<file path="src/adcewd_pkg.sv">
// ----------------------------------------------------------------------------
// adcewd_pkg
// Shared types, constants and the chip remap table of the ADC event word
// decoder.
// ----------------------------------------------------------------------------
package adcewd_pkg;

    localparam int APV_CHANNELS = 128;

    localparam int WORD_W   = 32;
    localparam int BYTES_W  = 20;
    localparam int GEO_W    = 27;
    localparam int ICH_W    = 11;
    localparam int ADC_W    = 14;
    localparam int POS_W    = 17;
    localparam int CNT_W    = 16;
    localparam int PADDR_W  = 3;
    localparam int PDATA_W  = 32;

    localparam logic [POS_W-1:0]   POS_MAX      = {POS_W{1'b1}};
    localparam logic [POS_W-1:0]   POS_ID       = 17'd2;
    localparam logic [POS_W-1:0]   POS_LENGTH   = 17'd12;
    localparam logic [POS_W-1:0]   POS_PAYLOAD  = 17'd13;
    localparam logic [BYTES_W-1:0] MIN_BYTES    = 20'd64;
    localparam logic [BYTES_W:0]   HEADER_BYTES = 21'd14;

    // Acquisition start and stop ids, compared against the unswapped word
    localparam logic [WORD_W-1:0] ID_START_ACQ = 32'h0001_0002;
    localparam logic [WORD_W-1:0] ID_STOP_ACQ  = 32'h0001_0003;

    // Register byte addresses
    localparam logic [PADDR_W-1:0] ADDR_NUMBERING_MODE = 3'd0;

    typedef enum logic [1:0] {
        MODE_ORIGINAL = 2'd0,
        MODE_SECTOR   = 2'd1,
        MODE_COMPACT  = 2'd2
    } t_mode;

    typedef struct packed {
        logic [GEO_W-1:0] geo_id;
        logic [ICH_W-1:0] channel_index;
        logic [ADC_W-1:0] adc_value;
    } t_hit;

    function automatic logic [3:0] chip_remap(input logic [3:0] chip);
        logic [3:0] m;
        case (chip)
            4'd4:    m = 4'd12;
            4'd5:    m = 4'd13;
            4'd6:    m = 4'd14;
            4'd7:    m = 4'd15;
            4'd12:   m = 4'd4;
            4'd13:   m = 4'd5;
            4'd14:   m = 4'd6;
            4'd15:   m = 4'd7;
            default: m = chip;
        endcase
        return m;
    endfunction

    function automatic logic [WORD_W-1:0] swap32(input logic [WORD_W-1:0] w);
        return {w[7:0], w[15:8], w[23:16], w[31:24]};
    endfunction

endpackage

</file>
<file path="src/adcewd_cfg.sv">
// ----------------------------------------------------------------------------
// adcewd_cfg
// APB register slave holding the channel numbering mode.
// ----------------------------------------------------------------------------
module adcewd_cfg import adcewd_pkg::*; (
    input  logic               i_clk,
    input  logic               i_rst_n,
    input  logic               psel,
    input  logic               penable,
    input  logic               pwrite,
    input  logic [PADDR_W-1:0] paddr,
    input  logic [PDATA_W-1:0] pwdata,
    output logic [PDATA_W-1:0] prdata,
    output logic               pready,
    output t_mode              o_mode
);

    t_mode r_mode;
    logic  wr_en;

    assign pready = 1'b1;
    assign wr_en  = psel && penable && pwrite && pready && (paddr == ADDR_NUMBERING_MODE);

    always_ff @(posedge i_clk) begin
        if (!i_rst_n) begin
            r_mode <= MODE_ORIGINAL;
        end else if (wr_en) begin
            r_mode <= t_mode'(pwdata[1:0]);
        end
    end

    always_comb begin
        prdata = '0;
        if (paddr == ADDR_NUMBERING_MODE) begin
            prdata = {{(PDATA_W-2){1'b0}}, r_mode};
        end
    end

    assign o_mode = r_mode;

endmodule

</file>
<file path="src/adcewd_core.sv">
// ----------------------------------------------------------------------------
// adcewd_core
// Input word register, event parse state and hit word decode.
// ----------------------------------------------------------------------------
module adcewd_core import adcewd_pkg::*; (
    input  logic               i_clk,
    input  logic               i_rst_n,
    input  t_mode              i_mode,
    input  logic               i_valid,
    output logic               o_ready,
    input  logic [WORD_W-1:0]  i_raw_word,
    input  logic               i_first_word,
    input  logic [BYTES_W-1:0] i_event_bytes,
    output logic               o_hit_valid,
    input  logic               i_hit_ready,
    output t_hit               o_hit
);

    logic               r_s1_valid;
    logic [WORD_W-1:0]  r_raw;
    logic               r_first;
    logic [BYTES_W-1:0] r_bytes;

    logic [POS_W-1:0]   r_pos,     n_pos;
    logic [CNT_W-1:0]   r_pw,      n_pw;
    logic [CNT_W-1:0]   r_bc,      n_bc;
    logic [CNT_W-1:0]   r_bi,      n_bi;
    logic               r_dropped, n_dropped;

    logic               fire;
    logic               is_hit;
    logic [WORD_W-1:0]  w;
    logic [POS_W-1:0]   p;
    logic [POS_W-1:0]   rel;
    logic [3:0]         chip;
    logic [3:0]         chip_c;
    logic [3:0]         m;
    logic [2:0]         sec;
    logic [2:0]         modl;
    logic [6:0]         chan;
    logic [CNT_W-1:0]   bi_inc;

    // Stage moves only when the result side can take a word
    assign fire    = r_s1_valid && i_hit_ready;
    assign o_ready = !r_s1_valid || i_hit_ready;

    always_ff @(posedge i_clk) begin
        if (!i_rst_n) begin
            r_s1_valid <= 1'b0;
        end else if (o_ready) begin
            r_s1_valid <= i_valid;
        end
    end

    always_ff @(posedge i_clk) begin
        if (o_ready && i_valid) begin
            r_raw   <= i_raw_word;
            r_first <= i_first_word;
            r_bytes <= i_event_bytes;
        end
    end

    assign w    = swap32(r_raw);
    assign p    = r_first ? '0 : r_pos;
    assign rel  = p - POS_PAYLOAD;
    assign chan = w[20:14];
    assign chip = w[24:21];
    assign modl = w[27:25];
    assign sec  = w[30:28];

    always_comb begin
        n_pos     = (p != POS_MAX) ? p + 1'b1 : p;
        n_pw      = r_pw;
        n_bc      = r_bc;
        n_bi      = r_bi;
        n_dropped = r_dropped;
        is_hit    = 1'b0;
        bi_inc    = r_bi + 1'b1;
        if (p == '0) begin
            n_dropped = r_bytes < MIN_BYTES;
            n_pw      = '0;
            n_bc      = '0;
            n_bi      = '0;
        end else if (p == POS_ID) begin
            if (r_raw == ID_START_ACQ || r_raw == ID_STOP_ACQ) begin
                n_dropped = 1'b1;
            end
        end else if (p == POS_LENGTH) begin
            n_pw = w[31:16];
            // word count against byte count, as the format defines it
            if ((21'(w[31:16]) + HEADER_BYTES) > 21'(r_bytes)) begin
                n_dropped = 1'b1;
            end
        end else if (p >= POS_PAYLOAD && !r_dropped && rel < POS_W'(r_pw)) begin
            if (r_bc == '0) begin
                n_bi = '0;
                n_bc = w[31:16];
            end else begin
                is_hit = !w[31];
                n_bi   = bi_inc;
                if (bi_inc == r_bc) begin
                    n_bc = '0;
                end
            end
        end
    end

    always_ff @(posedge i_clk) begin
        if (!i_rst_n) begin
            r_pos     <= '0;
            r_pw      <= '0;
            r_bc      <= '0;
            r_bi      <= '0;
            r_dropped <= 1'b0;
        end else if (fire) begin
            r_pos     <= n_pos;
            r_pw      <= n_pw;
            r_bc      <= n_bc;
            r_bi      <= n_bi;
            r_dropped <= n_dropped;
        end
    end

    // Hit field decode
    assign m      = sec[0] ? chip_remap(chip) + 4'd12 : chip_remap(chip);
    assign chip_c = (sec < 3'd4 && chip > 4'd2) ? chip - 1'b1 : chip;

    always_comb begin
        o_hit.adc_value = w[ADC_W-1:0];
        case (i_mode)
            MODE_ORIGINAL: begin
                o_hit.geo_id        = {sec, 5'd0, modl, 12'd0, chip};
                o_hit.channel_index = ICH_W'(ICH_W'(m) * ICH_W'(APV_CHANNELS))
                                      + ICH_W'(chan);
            end
            MODE_SECTOR: begin
                o_hit.geo_id        = GEO_W'(sec);
                o_hit.channel_index = ICH_W'(ICH_W'(m) * ICH_W'(APV_CHANNELS))
                                      + ICH_W'(chan);
            end
            MODE_COMPACT: begin
                o_hit.geo_id        = GEO_W'(sec);
                o_hit.channel_index = ICH_W'(ICH_W'(chip_c) * ICH_W'(APV_CHANNELS))
                                      + ICH_W'(chan);
            end
            default: begin
                o_hit.geo_id        = '0;
                o_hit.channel_index = '0;
            end
        endcase
    end

    assign o_hit_valid = r_s1_valid && is_hit;

endmodule

</file>
<file path="src/adcewd_out.sv">
// ----------------------------------------------------------------------------
// adcewd_out
// Result register holding one decoded hit until the consumer takes it.
// ----------------------------------------------------------------------------
module adcewd_out import adcewd_pkg::*; (
    input  logic i_clk,
    input  logic i_rst_n,
    input  logic i_valid,
    output logic o_ready,
    input  t_hit i_hit,
    output logic o_valid,
    input  logic i_ready,
    output t_hit o_hit
);

    logic r_valid;
    t_hit r_hit;

    assign o_ready = !r_valid || i_ready;

    always_ff @(posedge i_clk) begin
        if (!i_rst_n) begin
            r_valid <= 1'b0;
        end else if (o_ready) begin
            r_valid <= i_valid;
        end
    end

    // hold the payload while stalled
    always_ff @(posedge i_clk) begin
        if (o_ready && i_valid) begin
            r_hit <= i_hit;
        end
    end

    assign o_valid = r_valid;
    assign o_hit   = r_hit;

endmodule

</file>
<file path="src/adc_event_word_decoder_unit.sv">
// A hit word is held in the input register, decoded and then held in the result
// register before it shows. Throughput: one word per cycle; the input register
// and the result register each advance whenever the result side is free.
// Reset: synchronous, active low; clears the parse state, both valid flags
// and sets numbering mode to original.
// ----------------------------------------------------------------------------
// adc_event_word_decoder_unit
// Decodes readout event words into ADC hits with geometry and channel ids.
// ----------------------------------------------------------------------------
module adc_event_word_decoder_unit import adcewd_pkg::*; (
    input  logic               i_clk,
    input  logic               i_rst_n,
    input  logic               psel,
    input  logic               penable,
    input  logic               pwrite,
    input  logic [PADDR_W-1:0] paddr,
    input  logic [PDATA_W-1:0] pwdata,
    output logic [PDATA_W-1:0] prdata,
    output logic               pready,
    input  logic               i_valid,
    output logic               o_ready,
    input  logic [WORD_W-1:0]  i_raw_word,
    input  logic               i_first_word,
    input  logic [BYTES_W-1:0] i_event_bytes,
    output logic               o_valid,
    input  logic               i_ready,
    output logic [GEO_W-1:0]   o_geo_id,
    output logic [ICH_W-1:0]   o_channel_index,
    output logic [ADC_W-1:0]   o_adc_value
);

    t_mode mode;
    logic  hit_valid;
    logic  hit_ready;
    t_hit  hit;
    t_hit  res;

    adcewd_cfg u_cfg (
        .i_clk   (i_clk),
        .i_rst_n (i_rst_n),
        .psel    (psel),
        .penable (penable),
        .pwrite  (pwrite),
        .paddr   (paddr),
        .pwdata  (pwdata),
        .prdata  (prdata),
        .pready  (pready),
        .o_mode  (mode)
    );

    adcewd_core u_core (
        .i_clk         (i_clk),
        .i_rst_n       (i_rst_n),
        .i_mode        (mode),
        .i_valid       (i_valid),
        .o_ready       (o_ready),
        .i_raw_word    (i_raw_word),
        .i_first_word  (i_first_word),
        .i_event_bytes (i_event_bytes),
        .o_hit_valid   (hit_valid),
        .i_hit_ready   (hit_ready),
        .o_hit         (hit)
    );

    adcewd_out u_out (
        .i_clk   (i_clk),
        .i_rst_n (i_rst_n),
        .i_valid (hit_valid),
        .o_ready (hit_ready),
        .i_hit   (hit),
        .o_valid (o_valid),
        .i_ready (i_ready),
        .o_hit   (res)
    );

    assign o_geo_id        = res.geo_id;
    assign o_channel_index = res.channel_index;
    assign o_adc_value     = res.adc_value;

endmodule

</file>
<file path="config.mk">
export PLATFORM = sky130hd
export DESIGN_NAME = adc_event_word_decoder_unit
export DESIGN_NICKNAME = d
export VERILOG_FILES = /design/src/adcewd_pkg.sv /design/src/adcewd_cfg.sv /design/src/adcewd_core.sv /design/src/adcewd_out.sv /design/src/adc_event_word_decoder_unit.sv
export SDC_FILE = /design/constraint.sdc
export NUM_CORES = 1
export LEC_CHECK = 0
export ABC_AREA = 1
export ABC_CLOCK_PERIOD_IN_PS = 3590
export BUFFER_PORTS_ARGS = -buffer_cell sky130_fd_sc_hd__buf_4
export CAP_MARGIN = 20
export CORE_MARGIN = 4
export CORE_UTILIZATION = 51
export CTS_CLUSTER_DIAMETER = 150
export DETAILED_ROUTE_END_ITERATION = 16
export PLACE_DENSITY = 0.78
export SETUP_SLACK_MARGIN = 0.3
export SYNTH_ARGS = -nofsm -noshare
export SYNTH_HDL_FRONTEND = slang
export SYNTH_SLANG_ARGS = --single-unit
</file>
<file path="constraint.sdc">
create_clock -name i_clk -period 3.59 [get_ports i_clk]
set_clock_uncertainty 0.1 [all_clocks]
set_input_delay 0.359 -clock i_clk [delete_from_list [all_inputs] [get_ports i_clk]]
set_output_delay 0.359 -clock i_clk [all_outputs]
set_load 0.01 [all_outputs]
</file>
==> results of run 1 <==
sequential cells by signal, indices dropped and copies added (netlist names):
| register | cells |
|---|---|
| u_core.r_raw | 32 |
| u_core.r_dropped | 1 |
| u_core.r_bc | 16 |
| u_core.r_pos | 17 |
| u_out.o_hit | 35 |
| u_core.r_s1_valid | 1 |
| u_out.o_valid | 1 |
| u_core.r_bi | 16 |
| u_cfg.o_mode | 2 |
| u_core.r_bytes | 20 |
| u_core.r_first | 1 |
| u_core.r_pw | 16 |
through the flow:
step / power, mW / std cells / util (%) / cell area (µm²) / hold WS, ns
2_1_floorplan: 2.59 / 1239 / - / 9540 / 0.327
3_3_place_gp: 2.72 / 1519 / 57.4 / 10300 / 0.330
3_5_place_dp: 2.74 / 1519 / 57.4 / 10300 / 0.335
4_1_cts: 4.64 / 1606 / 64.6 / 11600 / 0.0000151
5_1_grt: 4.93 / 1624 / 66.9 / 12000 / 0.000442
6_report: 4.74 / 1624 / 66.9 / 12000 / -0.00141
final cells by class:
class | count | area share (%)
inverter | 178 | 5.64
sequential | 158 | 33.7
timing repair buffer | 198 | 15.1
antenna | 1 | 0.0208
multi-input combinational | 828 | 38.1
clock buffer | 17 | 3.54
tap | 229 | 2.39
clock inverter | 15 | 1.49
report_power, final:
group          leakage [nW]  switching, mW  internal (mW)  total [mW]
registers              1.41         0.0740           2.01        2.08
clock network         0.297          0.911          0.948        1.86
logic                  3.61          0.479          0.322       0.801
total                  5.31           1.46           3.28        4.74
logic make-up after synthesis:
| logic type | share of synthesized area [%] |
|---|---|
| AND/OR/NAND/NOR | 27.3 |
| buffers and inverters | 12.6 |
| flip-flops | 43.4 |
| AO/OA/AOI/OAI | 7.36 |
| adder cells (fa/ha/maj) | 5.64 |
| XOR/XNOR | 3.67 |
| other | 0.0806 |
cell usage in the layout (no fill, tap or decap), types with 46 or more instances in the layout:
cell	Yosys	routed
sky130_fd_sc_hd__edfxtp_1	88	88
sky130_fd_sc_hd__conb_1	2	48
sky130_fd_sc_hd__nand3_1	64	61
sky130_fd_sc_hd__dlygate4sd3_1	0	47
sky130_fd_sc_hd__a21oi_1	54	50
sky130_fd_sc_hd__dfxtp_1	70	70
sky130_fd_sc_hd__nor2_1	145	129
sky130_fd_sc_hd__buf_4	49	127
sky130_fd_sc_hd__inv_1	171	161
sky130_fd_sc_hd__nand4_1	46	46
sky130_fd_sc_hd__nand2_1	259	246
sky130_fd_sc_hd__o21ai_0	52	46
routing by layer:
metal / vias up / share of wire (%) / routed length (µm) / track usage (%)
met5: - / 0 / 0 / 0
met4: 0 / 3.2 / 838 / 9.80
met3: 72 / 7.3 / 1930 / 5.16
met2: 421 / 50 / 13200 / 42.8
met1: 3993 / 39 / 10400 / 30.5
li1: 4166 / - / - / -
worst reg2reg max path, stage by stage, from the launching register on:
cell	delay, ns
sky130_fd_sc_hd__edfxtp_1	0.39
sky130_fd_sc_hd__buf_6	0.16
sky130_fd_sc_hd__nor2_4	0.11
sky130_fd_sc_hd__inv_2	0.06
sky130_fd_sc_hd__ha_4	0.16
sky130_fd_sc_hd__nor3_4	0.19
sky130_fd_sc_hd__nor2_4	0.07
sky130_fd_sc_hd__buf_6	0.12
sky130_fd_sc_hd__xor2_2	0.13
sky130_fd_sc_hd__ha_1	0.29
sky130_fd_sc_hd__a21o_1	0.18
sky130_fd_sc_hd__nor2_1	0.09
sky130_fd_sc_hd__nand3_1	0.08
sky130_fd_sc_hd__nand2_1	0.06
sky130_fd_sc_hd__nand2_1	0.05
sky130_fd_sc_hd__nand2_1	0.05
sky130_fd_sc_hd__nand2_1	0.04
sky130_fd_sc_hd__nand2_1	0.06
sky130_fd_sc_hd__nand2_2	0.10
sky130_fd_sc_hd__nor2_4	0.15
sky130_fd_sc_hd__nand3_4	0.10
sky130_fd_sc_hd__clkinvlp_4	0.21
sky130_fd_sc_hd__buf_12	0.18
path summary, 6_finish.rpt:
path | slack (ns) | depth (start not counted) | to
worst max-delay path | 0.15 | 22 | u_out.o_hit[27]
worst min-delay path | -0.001 | 1 | u_core.r_raw[5]
worst max register to register | 0.15 | 22 | u_out.o_hit[27]
worst min register to register | 0.36 | 0 | u_out.o_hit[5]
timing repair:
item / 4_1_cts / 5_1_grt
hold buffers: 43 / 4
setup endpoints to repair: 67 / 69
resized for setup: 21 / 66
endpoints found under the hold margin: 43 / 4
pin swaps: 1 / 19
setup buffers: 8 / 9
gates cloned: 4 / 3
==> impl_metrics.prom, run 1 <==
# TYPE chip_impl_metric gauge
chip_impl_info{name="run_status",value="finished, violations left"} 1
chip_impl_info{name="violations_in_the_final_reports",value="hold timing"} 1
chip_impl_metric{name="clk_transition_reported_paths",unit="ns"} 0.07
chip_impl_metric{name="synth_area_per_cell",unit="µm²"} 7.81
chip_impl_metric{name="setup_failing_eps_final",unit=""} 0
chip_impl_metric{name="seq_area",unit="mm²"} 0.00404
chip_impl_info{name="cpMostUsedCell",value="sky130_fd_sc_hd__nand2_1"} 1
chip_impl_metric{name="synth_cells",unit=""} 1193
chip_impl_metric{name="ios",unit=""} 182
chip_impl_metric{name="timing.final.crit_share",unit="%"} 95.8
chip_impl_metric{name="rows",unit=""} 49
chip_impl_metric{name="yosysSeqAreaShare",unit="%"} 43.4
chip_impl_metric{name="first_global_vias",unit=""} 8160
chip_impl_metric{name="synth_top_area_share",unit="%"} 28.4
chip_impl_metric{name="synth_async_sr_flop_share",unit="%"} 0
chip_impl_metric{name="route.detailed.drc",unit=""} 0
chip_impl_info{name="yosys_most_used_dff",value="sky130_fd_sc_hd__edfxtp_1"} 1
chip_impl_metric{name="max_slew.worst_pin.slew",unit="ns"} 0.687
chip_impl_metric{name="yosys_warnings",unit=""} 0
chip_impl_metric{name="dieWidth",unit="µm"} 143
chip_impl_metric{name="finalHoldViolations",unit=""} 2
chip_impl_info{name="clockRootBuffer",value="sky130_fd_sc_hd__clkbuf_16"} 1
chip_impl_metric{name="dp_hpwl",unit="µm"} 16900
chip_impl_metric{name="post-route-min-period",unit="ns"} 3.44
chip_impl_metric{name="dieHeight",unit="µm"} 143
chip_impl_metric{name="cts_buffers",unit=""} 17
chip_impl_metric{name="core_region_area",unit="mm²"} 0.0180
chip_impl_metric{name="pin_count_of_the_biggest_net_entering_global_routing",unit=""} 54
chip_impl_metric{name="max-slew-margin-rel",unit="%"} 54.0
chip_impl_metric{name="synth_cell_types",unit=""} 49
chip_impl_metric{name="layout_setup_ws",unit="ns"} 0.150
chip_impl_metric{name="grt_pass1_wl",unit="µm"} 40400
chip_impl_metric{name="total_leakage_power",unit="nW"} 5.31
chip_impl_metric{name="crit_required",unit="ns"} 3.65
chip_impl_metric{name="synthToLayoutAreaGrowth",unit="%"} 28.9
chip_impl_metric{name="slowest_stage_delay_cp",unit="ns"} 0.39
chip_impl_metric{name="floorplan.initialDensity",unit="%"} 51.9
chip_impl_metric{name="maxClockFrequency",unit="MHz"} 291
chip_impl_metric{name="drv_cap",unit=""} 0
chip_impl_metric{name="drt_wl_total",unit="µm"} 26300
chip_impl_metric{name="setup-tns-final",unit="ns"} 0
chip_impl_info{name="path_delay_family",value="simple AND/OR/NAND/NOR gates"} 1
chip_impl_info{name="worst-setup-path-type",value="reg2reg"} 1
chip_impl_metric{name="ant_nets",unit=""} 0
chip_impl_metric{name="io_buffer_count",unit=""} 103
chip_impl_info{name="synth.top_cells.by_count",value="259 x sky130_fd_sc_hd__nand2_1, 171 x sky130_fd_sc_hd__inv_1, 145 x sky130_fd_sc_hd__nor2_1, 88 x sky130_fd_sc_hd__edfxtp_1, 70 x sky130_fd_sc_hd__dfxtp_1"} 1
chip_impl_metric{name="crit_path_max_fanout",unit=""} 12
chip_impl_metric{name="finalNetCount",unit=""} 1518
chip_impl_info{name="yosys-top-cells-area",value="sky130_fd_sc_hd__edfxtp_1 28%, sky130_fd_sc_hd__dfxtp_1 15%, sky130_fd_sc_hd__nand2_1 10%"} 1
chip_impl_metric{name="antenna_found_initial",unit=""} 1
chip_impl_metric{name="gp_congestion",unit=""} 0.911
chip_impl_metric{name="num-fill-cells",unit=""} 1360
chip_impl_info{name="cts_tree",value="done"} 1
chip_impl_metric{name="dr_pass1_iterations",unit=""} 5
chip_impl_metric{name="gr-total-overflow",unit=""} 0
chip_impl_metric{name="syn_area",unit="mm²"} 0.00932
chip_impl_metric{name="place_ws",unit="ns"} 0.102
chip_impl_metric{name="via_per_inst",unit=""} 5.33
chip_impl_metric{name="htree_num_levels",unit=""} 4
chip_impl_metric{name="number_of_enable_type_register_cells_in_the_synthesized_netlist",unit=""} 88
chip_impl_metric{name="final-max-slew-violation-count",unit=""} 0
chip_impl_metric{name="final.hold.worst_slack",unit="ns"} -0.00141
chip_impl_metric{name="cts_sinks",unit=""} 158
chip_impl_metric{name="routed-via-count",unit=""} 8652
chip_impl_info{name="worstHoldStart",value="i_raw_word[5]"} 1
chip_impl_metric{name="cts-root-to-sink-buffers",unit=""} 2
chip_impl_metric{name="yosys_reg_bits",unit=""} 158
chip_impl_info{name="crit_path_cell_trace",value="buf_6 > nor2_4 > inv_2 > ha_4 > nor3_4 > nor2_4 > buf_6 > xor2_2 > ha_1 > a21o_1 > nor2_1 > nand3_1 > nand2_1 > nand2_1 > nand2_1 > nand2_1 > nand2_1 > nand2_2 > nor2_4 > nand3_4 > clkinvlp_4 > buf_12"} 1
chip_impl_metric{name="die_area",unit="mm²"} 0.0205
chip_impl_metric{name="vdd_drop_max",unit="mV"} 0.317
chip_impl_info{name="timing.critical_path.from_type",value="flop"} 1
chip_impl_info{name="netlist.top_cell.by_area",value="sky130_fd_sc_hd__edfxtp_1"} 1
chip_impl_metric{name="initialDrtViolationCount",unit=""} 803
chip_impl_metric{name="clock_insertion_delay_worst_skew",unit="ns"} 0.45
chip_impl_info{name="timing.rr.start",value="u_core.r_first"} 1
chip_impl_metric{name="globalRouteTotalUtil",unit="%"} 24.8
chip_impl_metric{name="drive_gt1_share",unit="%"} 19.7
chip_impl_metric{name="power_per_cell_area",unit="mW/mm²"} 395
chip_impl_info{name="yosys.cell_count.top_type",value="sky130_fd_sc_hd__nand2_1"} 1
chip_impl_metric{name="multi_input_logic_area",unit="mm²"} 0.00458
chip_impl_metric{name="critPathArrivalTime",unit="ns"} 3.50
chip_impl_info{name="timing.critical_path.to_type",value="flop"} 1
chip_impl_metric{name="wl_per_cell",unit="µm"} 16.2
chip_impl_metric{name="timing.critical_path.buf_inv",unit=""} 5
chip_impl_info{name="hold_path.class",value="in2reg"} 1
chip_impl_info{name="unrepaired_setup_endpoints_after_global_routing",value="true"} 1
chip_impl_info{name="worst_path_max_delay_cell",value="sky130_fd_sc_hd__edfxtp_1"} 1
chip_impl_info{name="origin_of_the_worst_setup_path",value="u_core.r_first"} 1
Power figures use the tool's default switching activity.
==> inputs of run 2 (changes only) <==
--- a/config.mk
+++ b/config.mk
@@ -7,5 +7,5 @@
 export LEC_CHECK = 0
 export ABC_AREA = 1
-export ABC_CLOCK_PERIOD_IN_PS = 3590
+export ABC_CLOCK_PERIOD_IN_PS = 2950
 export BUFFER_PORTS_ARGS = -buffer_cell sky130_fd_sc_hd__buf_4
 export CAP_MARGIN = 20
==> constraint.sdc (replaced) <==
create_clock -name i_clk -period 2.95 [get_ports i_clk]
set_clock_uncertainty 0.1 [all_clocks]
set_input_delay 0.295 -clock i_clk [delete_from_list [all_inputs] [get_ports i_clk]]
set_output_delay 0.295 -clock i_clk [all_outputs]
set_load 0.1 [all_outputs]
==> run 2 against run 1 <==
The flow finishes with violations (setup timing). Worst setup slack lost 0.68 ns. Critical path type unchanged. Final cell count grew 3.9%. Clock power grew 22%. Die area is the same. Power grew 28%. First-iteration DRC count grew 28%. Register-to-register slack lost 0.68 ns. Critical path depth shrank 1. Worst hold slack gained 0.044 ns. Fmax shrank 1.1%. Sequential power grew 22%. Core utilization grew 2.8 points.
==> impl_metrics.prom, run 2 (same netlist as run 1, synthesis figures left out) <==
# TYPE chip_impl_metric gauge
chip_impl_metric{name="dp_hpwl",unit="µm"} 17900
chip_impl_metric{name="maxClockFrequency",unit="MHz"} 287
chip_impl_metric{name="drive_gt1_share",unit="%"} 22.8
chip_impl_metric{name="power.combinational.fraction",unit="%"} 20.9
chip_impl_metric{name="vdd_drop_max",unit="mV"} 0.439
chip_impl_info{name="path_delay_family",value="simple AND/OR/NAND/NOR gates"} 1
chip_impl_metric{name="antenna_found_initial",unit=""} 0
chip_impl_info{name="layout_common_cells",value="246 x sky130_fd_sc_hd__nand2_1, 187 x sky130_fd_sc_hd__buf_4, 163 x sky130_fd_sc_hd__inv_1"} 1
chip_impl_metric{name="via_per_inst",unit=""} 5.39
chip_impl_info{name="cts_tree",value="done"} 1
chip_impl_metric{name="grt_pass1_wl",unit="µm"} 43700
chip_impl_metric{name="htree_num_levels",unit=""} 4
chip_impl_metric{name="internal_power",unit="mW"} 4.01
chip_impl_info{name="crit_path_cell_trace",value="inv_1 > nand3_1 > nand2_1 > nor2_2 > nand3_1 > nor2_1 > nand2_1 > nor3_4 > nand4_1 > buf_4 > nor2_1 > ha_1 > a21oi_1 > o21ai_0 > nand2_1 > nand3_1 > nand2_1 > nand2_1 > nand3_1 > nand2_1 > a21oi_1"} 1
chip_impl_metric{name="core_region_area",unit="mm²"} 0.0180
chip_impl_metric{name="antenna_cells",unit=""} 0
chip_impl_info{name="run_status",value="finished, violations left"} 1
chip_impl_metric{name="setup_failing_eps_final",unit=""} 69
chip_impl_metric{name="power_switching_share",unit="%"} 33.8
chip_impl_info{name="unrepaired_setup_endpoints_after_global_routing",value="true"} 1
chip_impl_metric{name="gp_congestion",unit=""} 0.916
chip_impl_metric{name="routed-via-count",unit=""} 9088
chip_impl_metric{name="ios",unit=""} 182
chip_impl_metric{name="wl_per_cell",unit="µm"} 16.9
chip_impl_metric{name="finalNetCount",unit=""} 1582
chip_impl_metric{name="drv_cap",unit=""} 0
chip_impl_metric{name="die_area",unit="mm²"} 0.0205
chip_impl_metric{name="gr-total-overflow",unit=""} 0
chip_impl_metric{name="initialDrtViolationCount",unit=""} 1027
chip_impl_metric{name="place_ws",unit="ns"} -0.482
chip_impl_metric{name="net_switching_power",unit="mW"} 2.05
chip_impl_info{name="final_common_cell",value="sky130_fd_sc_hd__nand2_1"} 1
chip_impl_info{name="clockRootBuffer",value="sky130_fd_sc_hd__clkbuf_16"} 1
chip_impl_metric{name="timing.final.crit_share",unit="%"} 118
chip_impl_metric{name="floorplan.initialDensity",unit="%"} 51.9
chip_impl_metric{name="cts_sinks",unit=""} 158
chip_impl_metric{name="dieWidth",unit="µm"} 143
chip_impl_metric{name="final_util",unit="%"} 69.7
chip_impl_info{name="worst_path_max_delay_cell",value="sky130_fd_sc_hd__edfxtp_1"} 1
chip_impl_metric{name="power.share.clock",unit="%"} 37.4
chip_impl_info{name="cpMostUsedCell",value="sky130_fd_sc_hd__nand2_1"} 1
chip_impl_info{name="hold_path.class",value="in2reg"} 1
chip_impl_metric{name="io_buffer_count",unit=""} 103
chip_impl_metric{name="clk_transition_reported_paths",unit="ns"} 0.07
chip_impl_info{name="worst-setup-path-type",value="reg2reg"} 1
chip_impl_metric{name="first_global_vias",unit=""} 8694
chip_impl_metric{name="route.detailed.drc",unit=""} 0
chip_impl_metric{name="largest_register_ffs",unit=""} 35
chip_impl_metric{name="finalHoldViolations",unit=""} 0
chip_impl_metric{name="ant_nets",unit=""} 0
chip_impl_metric{name="slowest_stage_delay_cp",unit="ns"} 0.43
chip_impl_metric{name="crit_path_max_fanout",unit=""} 3
chip_impl_metric{name="synthToLayoutAreaGrowth",unit="%"} 34.4
chip_impl_metric{name="p_seq_share",unit="%"} 41.8
chip_impl_metric{name="cts_buffers",unit=""} 17
chip_impl_metric{name="critPathArrivalTime",unit="ns"} 3.73
chip_impl_metric{name="clock_insertion_delay_worst_skew",unit="ns"} 0.45
chip_impl_metric{name="timing.critical_path.buf_inv",unit=""} 2
chip_impl_metric{name="power_per_cell_area",unit="mW/mm²"} 484
chip_impl_metric{name="max-slew-margin-rel",unit="%"} 50.7
chip_impl_metric{name="dr_pass1_iterations",unit=""} 8
chip_impl_info{name="timing.critical_path.from_type",value="flop"} 1
chip_impl_metric{name="pin_count_of_the_biggest_net_entering_global_routing",unit=""} 52
chip_impl_metric{name="layout_setup_ws",unit="ns"} -0.529
chip_impl_metric{name="final-max-slew-violation-count",unit=""} 0
chip_impl_metric{name="post-layout-total-power",unit="mW"} 6.06
chip_impl_info{name="timing.critical_path.to_type",value="flop"} 1
chip_impl_metric{name="rows",unit=""} 49
chip_impl_metric{name="max_slew.worst_pin.slew",unit="ns"} 0.735
chip_impl_metric{name="post-route-min-period",unit="ns"} 3.48
chip_impl_metric{name="cts-root-to-sink-buffers",unit=""} 2
chip_impl_info{name="violations_in_the_final_reports",value="setup timing"} 1
chip_impl_metric{name="total_leakage_power",unit="nW"} 5.61
chip_impl_metric{name="final.hold.worst_slack",unit="ns"} 0.0429
chip_impl_metric{name="dpl.cell_count",unit=""} 1587
chip_impl_metric{name="globalRouteTotalUtil",unit="%"} 27.1
chip_impl_metric{name="drt_wl_total",unit="µm"} 28500
chip_impl_metric{name="final_cell_count_no_fill",unit=""} 1687
chip_impl_metric{name="dieHeight",unit="µm"} 143
chip_impl_metric{name="crit_required",unit="ns"} 3.20
run 2: cell count changes in the layout (fill, tap and decap cells not counted), moves of 3 or more:
cell | before | now
sky130_fd_sc_hd__buf_4 | 127 | 187
sky130_fd_sc_hd__buf_6 | 14 | 10
sky130_fd_sc_hd__dlygate4sd3_1 | 47 | 53
sky130_fd_sc_hd__inv_2 | 13 | 10
sky130_fd_sc_hd__nor2_1 | 129 | 125
sky130_fd_sc_hd__nor2_2 | 10 | 16
sky130_fd_sc_hd__o21ai_0 | 46 | 42
sky130_fd_sc_hd__o21ai_1 | 5 | 11
run 2: power by group through the flow:
stage	combinational [mW]	sequential, mW	clock [mW]
2_1_floorplan	0.855	2.55	0
3_3_place_gp	1.05	2.56	0
3_5_place_dp	1.07	2.57	0
4_1_cts	1.18	2.52	2.24
5_1_grt	1.36	2.54	2.38
6_report	1.26	2.53	2.26
run 2: timing repair:
| action | in CTS | in global routing |
|---|---|---|
| pin swaps | 9 | 3 |
| gates cloned | 4 | 3 |
| setup endpoints to repair | 85 | 92 |
| hold endpoints to repair | 53 | 0 |
| setup buffers | 8 | 0 |
| resized for setup | 23 | 56 |
| hold buffers | 53 | 0 |
run 2: worst min-delay path, delay by kind of cell:
kind | cells | cell delay [ns]
AO/OA/AOI/OAI | 2 | 0.18
buffers and inverters | 1 | 0.07
run 2: through the flow:
step                      cell area, µm²  setup TNS (ns)
after global placement             10900          -19.68
final                              12500          -28.30
after CTS                          12300          -22.37
after detailed placement           10900          -28.73
after global routing               12500          -39.98
after floorplan                     9580          -22.01
run 2: area by class of cell:
type / instances / area, µm²
clock buffers: 17 / 425
clock inverters: 15 / 181
fillers: 1262 / 5440
inverters: 178 / 681
multi-input cells: 828 / 4580
flip-flops and latches: 158 / 4050
well taps: 229 / 287
repair buffers: 262 / 2320
run 2: path summary, 6_finish.rpt:
check,startpoint,end,slack [ns],cells after the start
setup / recovery,u_core.r_raw[10],u_core.r_dropped,-0.53,21
hold / removal,pwdata[0],u_cfg.o_mode[0],0.04,3
setup reg to reg,u_core.r_raw[10],u_core.r_dropped,-0.53,21
hold reg to reg,u_core.r_raw[27],u_out.o_hit[3],0.36,0
run 2: per-layer routing:
| layer | share of wire, % | track usage [%] |
|---|---|---|
| met1 | 38 | 33.1 |
| met4 | 4.4 | 11.0 |
| met5 | 0 | 0 |
| met2 | 49 | 46.7 |
| met3 | 8.4 | 5.39 |
==> inputs of run 3 (changes only) <==
--- a/config.mk
+++ b/config.mk
@@ -6,13 +6,13 @@
 export NUM_CORES = 1
 export LEC_CHECK = 0
-export ABC_AREA = 1
 export ABC_CLOCK_PERIOD_IN_PS = 2950
 export BUFFER_PORTS_ARGS = -buffer_cell sky130_fd_sc_hd__buf_4
 export CAP_MARGIN = 20
 export CORE_MARGIN = 4
-export CORE_UTILIZATION = 51
+export CORE_UTILIZATION = 50
 export CTS_CLUSTER_DIAMETER = 150
 export DETAILED_ROUTE_END_ITERATION = 16
-export PLACE_DENSITY = 0.78
+export MAX_ROUTING_LAYER = met4
+export PLACE_DENSITY = 0.77
 export SETUP_SLACK_MARGIN = 0.3
 export SYNTH_ARGS = -nofsm -noshare
--- a/constraint.sdc
+++ b/constraint.sdc
@@ -3,3 +3,3 @@
 set_input_delay 0.295 -clock i_clk [delete_from_list [all_inputs] [get_ports i_clk]]
 set_output_delay 0.295 -clock i_clk [all_outputs]
-set_load 0.1 [all_outputs]
+set_load 0.01 [all_outputs]
==> run 3 against run 2 <==
The flow still finishes with violations (setup timing). Global-route usage decreased by 1.1 points. Worst hold slack got worse by 0.037 ns. Die area decreased by 2.5%. Fmax decreased by 1.6%. Synthesized cell count decreased by 23%. Critical endpoint is now u_out.o_hit[23].
==> impl_metrics.prom, run 3 <==
# TYPE chip_impl_metric gauge
chip_impl_info{name="run_status",value="finished, violations left"} 1
chip_impl_info{name="violations_in_the_final_reports",value="setup timing"} 1
chip_impl_info{name="clockRootBuffer",value="sky130_fd_sc_hd__clkbuf_16"} 1
chip_impl_metric{name="max-slew-margin-rel",unit="%"} 52.7
chip_impl_info{name="netlist.top_cell.by_area",value="sky130_fd_sc_hd__edfxtp_1"} 1
chip_impl_metric{name="finished_cell_area",unit="mm²"} 0.0120
chip_impl_metric{name="io_buffer_count",unit=""} 103
chip_impl_metric{name="dpl_cell_area",unit="mm²"} 0.0103
chip_impl_metric{name="first_global_vias",unit=""} 7871
chip_impl_metric{name="globalRouteTotalUtil",unit="%"} 26.0
chip_impl_metric{name="grt_pass1_wl",unit="µm"} 40000
chip_impl_metric{name="gp_congestion",unit=""} 0.915
chip_impl_metric{name="via_per_inst",unit=""} 5.73
chip_impl_metric{name="synthToLayoutAreaGrowth",unit="%"} 34.9
chip_impl_metric{name="wl_met2",unit="µm"} 13100
chip_impl_metric{name="antenna_cells",unit=""} 0
chip_impl_metric{name="synth_area_per_cell",unit="µm²"} 9.69
chip_impl_metric{name="gr-total-overflow",unit=""} 0
chip_impl_metric{name="core_region_area",unit="mm²"} 0.0174
chip_impl_metric{name="wl_per_cell",unit="µm"} 19.0
chip_impl_metric{name="dr_pass1_iterations",unit=""} 6
chip_impl_metric{name="dieHeight",unit="µm"} 141
chip_impl_metric{name="final_util",unit="%"} 69.1
chip_impl_metric{name="setup-tns-final",unit="ns"} -35.49
chip_impl_metric{name="clock_insertion_delay_worst_skew",unit="ns"} 0.43
chip_impl_info{name="timing.critical_path.to_type",value="flop"} 1
chip_impl_metric{name="initialDrtViolationCount",unit=""} 823
chip_impl_metric{name="vdd_drop_max",unit="mV"} 0.522
chip_impl_metric{name="cts-root-to-sink-buffers",unit=""} 2
chip_impl_metric{name="final.hold.worst_slack",unit="ns"} 0.00630
chip_impl_metric{name="synth_async_sr_flop_share",unit="%"} 0
chip_impl_metric{name="number_of_enable_type_register_cells_in_the_synthesized_netlist",unit=""} 88
chip_impl_metric{name="post-route-min-period",unit="ns"} 3.54
chip_impl_metric{name="routed-via-count",unit=""} 7983
chip_impl_metric{name="finalNetCount",unit=""} 1291
chip_impl_metric{name="pin_count_of_the_biggest_net_entering_global_routing",unit=""} 57
chip_impl_metric{name="yosys_warnings",unit=""} 0
chip_impl_metric{name="final-max-slew-violation-count",unit=""} 0
chip_impl_metric{name="floorplan.initialDensity",unit="%"} 51.3
chip_impl_info{name="final_common_cell",value="sky130_fd_sc_hd__buf_4"} 1
chip_impl_metric{name="yosys_reg_bits",unit=""} 158
chip_impl_metric{name="crit_required",unit="ns"} 3.00
chip_impl_metric{name="dieWidth",unit="µm"} 141
chip_impl_metric{name="drive_gt1_share",unit="%"} 29.9
chip_impl_info{name="cts_tree",value="done"} 1
chip_impl_info{name="dr.max_layer_used",value="met4"} 1
chip_impl_metric{name="power_per_cell_area",unit="mW/mm²"} 446
chip_impl_metric{name="crit_path_max_fanout",unit=""} 9
chip_impl_metric{name="dp_hpwl",unit="µm"} 16000
chip_impl_metric{name="synth_cells",unit=""} 918
chip_impl_metric{name="finalHoldViolations",unit=""} 0
chip_impl_info{name="worst-setup-path-type",value="reg2reg"} 1
chip_impl_metric{name="rows",unit=""} 48
chip_impl_metric{name="syn_area",unit="mm²"} 0.00890
chip_impl_info{name="layout_common_cells",value="196 x sky130_fd_sc_hd__buf_4, 101 x sky130_fd_sc_hd__nand2_1, 88 x sky130_fd_sc_hd__edfxtp_1"} 1
chip_impl_metric{name="critPathArrivalTime",unit="ns"} 3.58
chip_impl_info{name="yosys.cell_count.top_type",value="sky130_fd_sc_hd__nand2_1"} 1
chip_impl_metric{name="ios",unit=""} 182
chip_impl_metric{name="ant_nets",unit=""} 0
chip_impl_info{name="unrepaired_setup_endpoints_after_global_routing",value="true"} 1
chip_impl_info{name="hold_path.class",value="in2reg"} 1
chip_impl_metric{name="route.detailed.drc",unit=""} 0
chip_impl_metric{name="htree_num_levels",unit=""} 4
chip_impl_metric{name="yosysSeqAreaShare",unit="%"} 45.5
chip_impl_metric{name="clk_transition_reported_paths",unit="ns"} 0.06
chip_impl_metric{name="wl_met1",unit="µm"} 9910
chip_impl_metric{name="cts_sinks",unit=""} 158
chip_impl_metric{name="synth_cell_types",unit=""} 74
chip_impl_metric{name="dr_wl_met3",unit="µm"} 2130
chip_impl_metric{name="antenna_found_initial",unit=""} 0
chip_impl_metric{name="drt_wl_total",unit="µm"} 26400
chip_impl_info{name="synth.top_cells.by_count",value="104 x sky130_fd_sc_hd__nand2_1, 88 x sky130_fd_sc_hd__edfxtp_1, 70 x sky130_fd_sc_hd__dfxtp_1, 50 x sky130_fd_sc_hd__buf_4, 48 x sky130_fd_sc_hd__inv_1"} 1
chip_impl_metric{name="cts_buffers",unit=""} 17
chip_impl_metric{name="total_leakage_power",unit="nW"} 4.78
chip_impl_metric{name="dpl.cell_count",unit=""} 1279
chip_impl_metric{name="maxClockFrequency",unit="MHz"} 283
chip_impl_metric{name="die_area",unit="mm²"} 0.0200
chip_impl_info{name="yosys_most_used_dff",value="sky130_fd_sc_hd__edfxtp_1"} 1
chip_impl_info{name="yosys-top-cells-area",value="sky130_fd_sc_hd__edfxtp_1 30%, sky130_fd_sc_hd__dfxtp_1 16%, sky130_fd_sc_hd__ha_1 5.9%"} 1
chip_impl_metric{name="final_cell_count_no_fill",unit=""} 1392
chip_impl_info{name="timing.critical_path.from_type",value="flop"} 1
chip_impl_metric{name="max_slew.worst_pin.slew",unit="ns"} 0.699
chip_impl_metric{name="layout_setup_ws",unit="ns"} -0.587
chip_impl_metric{name="setup_failing_eps_final",unit=""} 68
chip_impl_metric{name="timing.final.crit_share",unit="%"} 120
chip_impl_metric{name="synth_top_area_share",unit="%"} 29.7
chip_impl_metric{name="largest_register_ffs",unit=""} 35
chip_impl_metric{name="drv_cap",unit=""} 0
## run 3: layout make-up
class / count / area [µm²]
fill: 1182 / 5360
multi-input combinational: 660 / 4570
sequential: 158 / 4050
timing repair buffer: 269 / 2320
clock buffer: 18 / 429
tap: 225 / 282
inverter: 48 / 184
clock inverter: 14 / 169
## run 3: repair_timing
| action | 4_1_cts | 5_1_grt |
|---|---|---|
| buffers inserted | 13 | 12 |
| pin swaps | 32 | 14 |
| endpoints found under the hold margin | 53 | 0 |
| resized for setup | 48 | 43 |
| endpoints found under the setup margin | 94 | 95 |
| gates cloned | 2 | 0 |
| hold buffers | 53 | 0 |
## run 3: metrics by stage
stage          setup slack, ns  power, mW
6_report                -0.587       5.36
5_1_grt                 -0.680       5.51
4_1_cts                 -0.459       5.30
3_5_place_dp            -0.528       2.96
3_3_place_gp            -0.442       2.95
2_1_floorplan           -0.449       2.82
## run 3: path summary, 6_finish.rpt
kind | startpoint | endpoint | slack (ns) | depth (start not counted)
worst min-delay path | i_valid | u_core.r_s1_valid | 0.006 | 3
worst min register to register | u_core.r_pw[8] | u_core.r_pw[8] | 0.36 | 2
worst max-delay path | u_core.r_pos[8] | u_out.o_hit[23] | -0.59 | 13
worst max register to register | u_core.r_pos[8] | u_out.o_hit[23] | -0.59 | 13
## run 3: cells by family (layout without fill, tap and decap cells)
| kind of cell | count (synthesis) | after routing | share of synthesized area, % |
|---|---|---|---|
| AO/OA/AOI/OAI | 157 | 157 | 12.3 |
| XOR/XNOR | 57 | 57 | 5.70 |
| adder cells (fa/ha/maj) | 42 | 42 | 5.91 |
| buffers and inverters | 146 | 349 | 8.69 |
| flip-flops | 158 | 158 | 45.5 |
| multiplexers | 7 | 7 | 0.788 |
| other | 2 | 48 | 0.0844 |
| AND/OR/NAND/NOR | 349 | 349 | 21.1 |
## run 3: power by group
part	total [mW]	internal (mW)	switching [mW]	leakage (nW)
sequential	2.46	2.40	0.0585	1.40
clock	2.28	1.28	0.998	0.296
combinational	0.618	0.291	0.328	3.08
## run 3: critical path: stages, from the launching register on
cell                        delay, ns
sky130_fd_sc_hd__dfxtp_2         0.32
sky130_fd_sc_hd__or4_4           0.57
sky130_fd_sc_hd__nor3_4          0.16
sky130_fd_sc_hd__buf_4           0.14
sky130_fd_sc_hd__a31oi_1         0.08
sky130_fd_sc_hd__ha_1            0.32
sky130_fd_sc_hd__a21o_1          0.17
sky130_fd_sc_hd__a2111oi_2       0.29
sky130_fd_sc_hd__o21ai_1         0.10
sky130_fd_sc_hd__and4b_1         0.30
sky130_fd_sc_hd__buf_4           0.13
sky130_fd_sc_hd__and4_4          0.31
sky130_fd_sc_hd__buf_6           0.15
sky130_fd_sc_hd__buf_12          0.12
## run 3: metal layers
| metal | vias up | global-route usage, % |
|---|---|---|
| li1 | 3610 | - |
| met3 | 140 | 4.08 |
| met5 | - | - |
| met2 | 482 | 44.5 |
| met4 | 0 | 12.3 |
| met1 | 3751 | 30.0 |
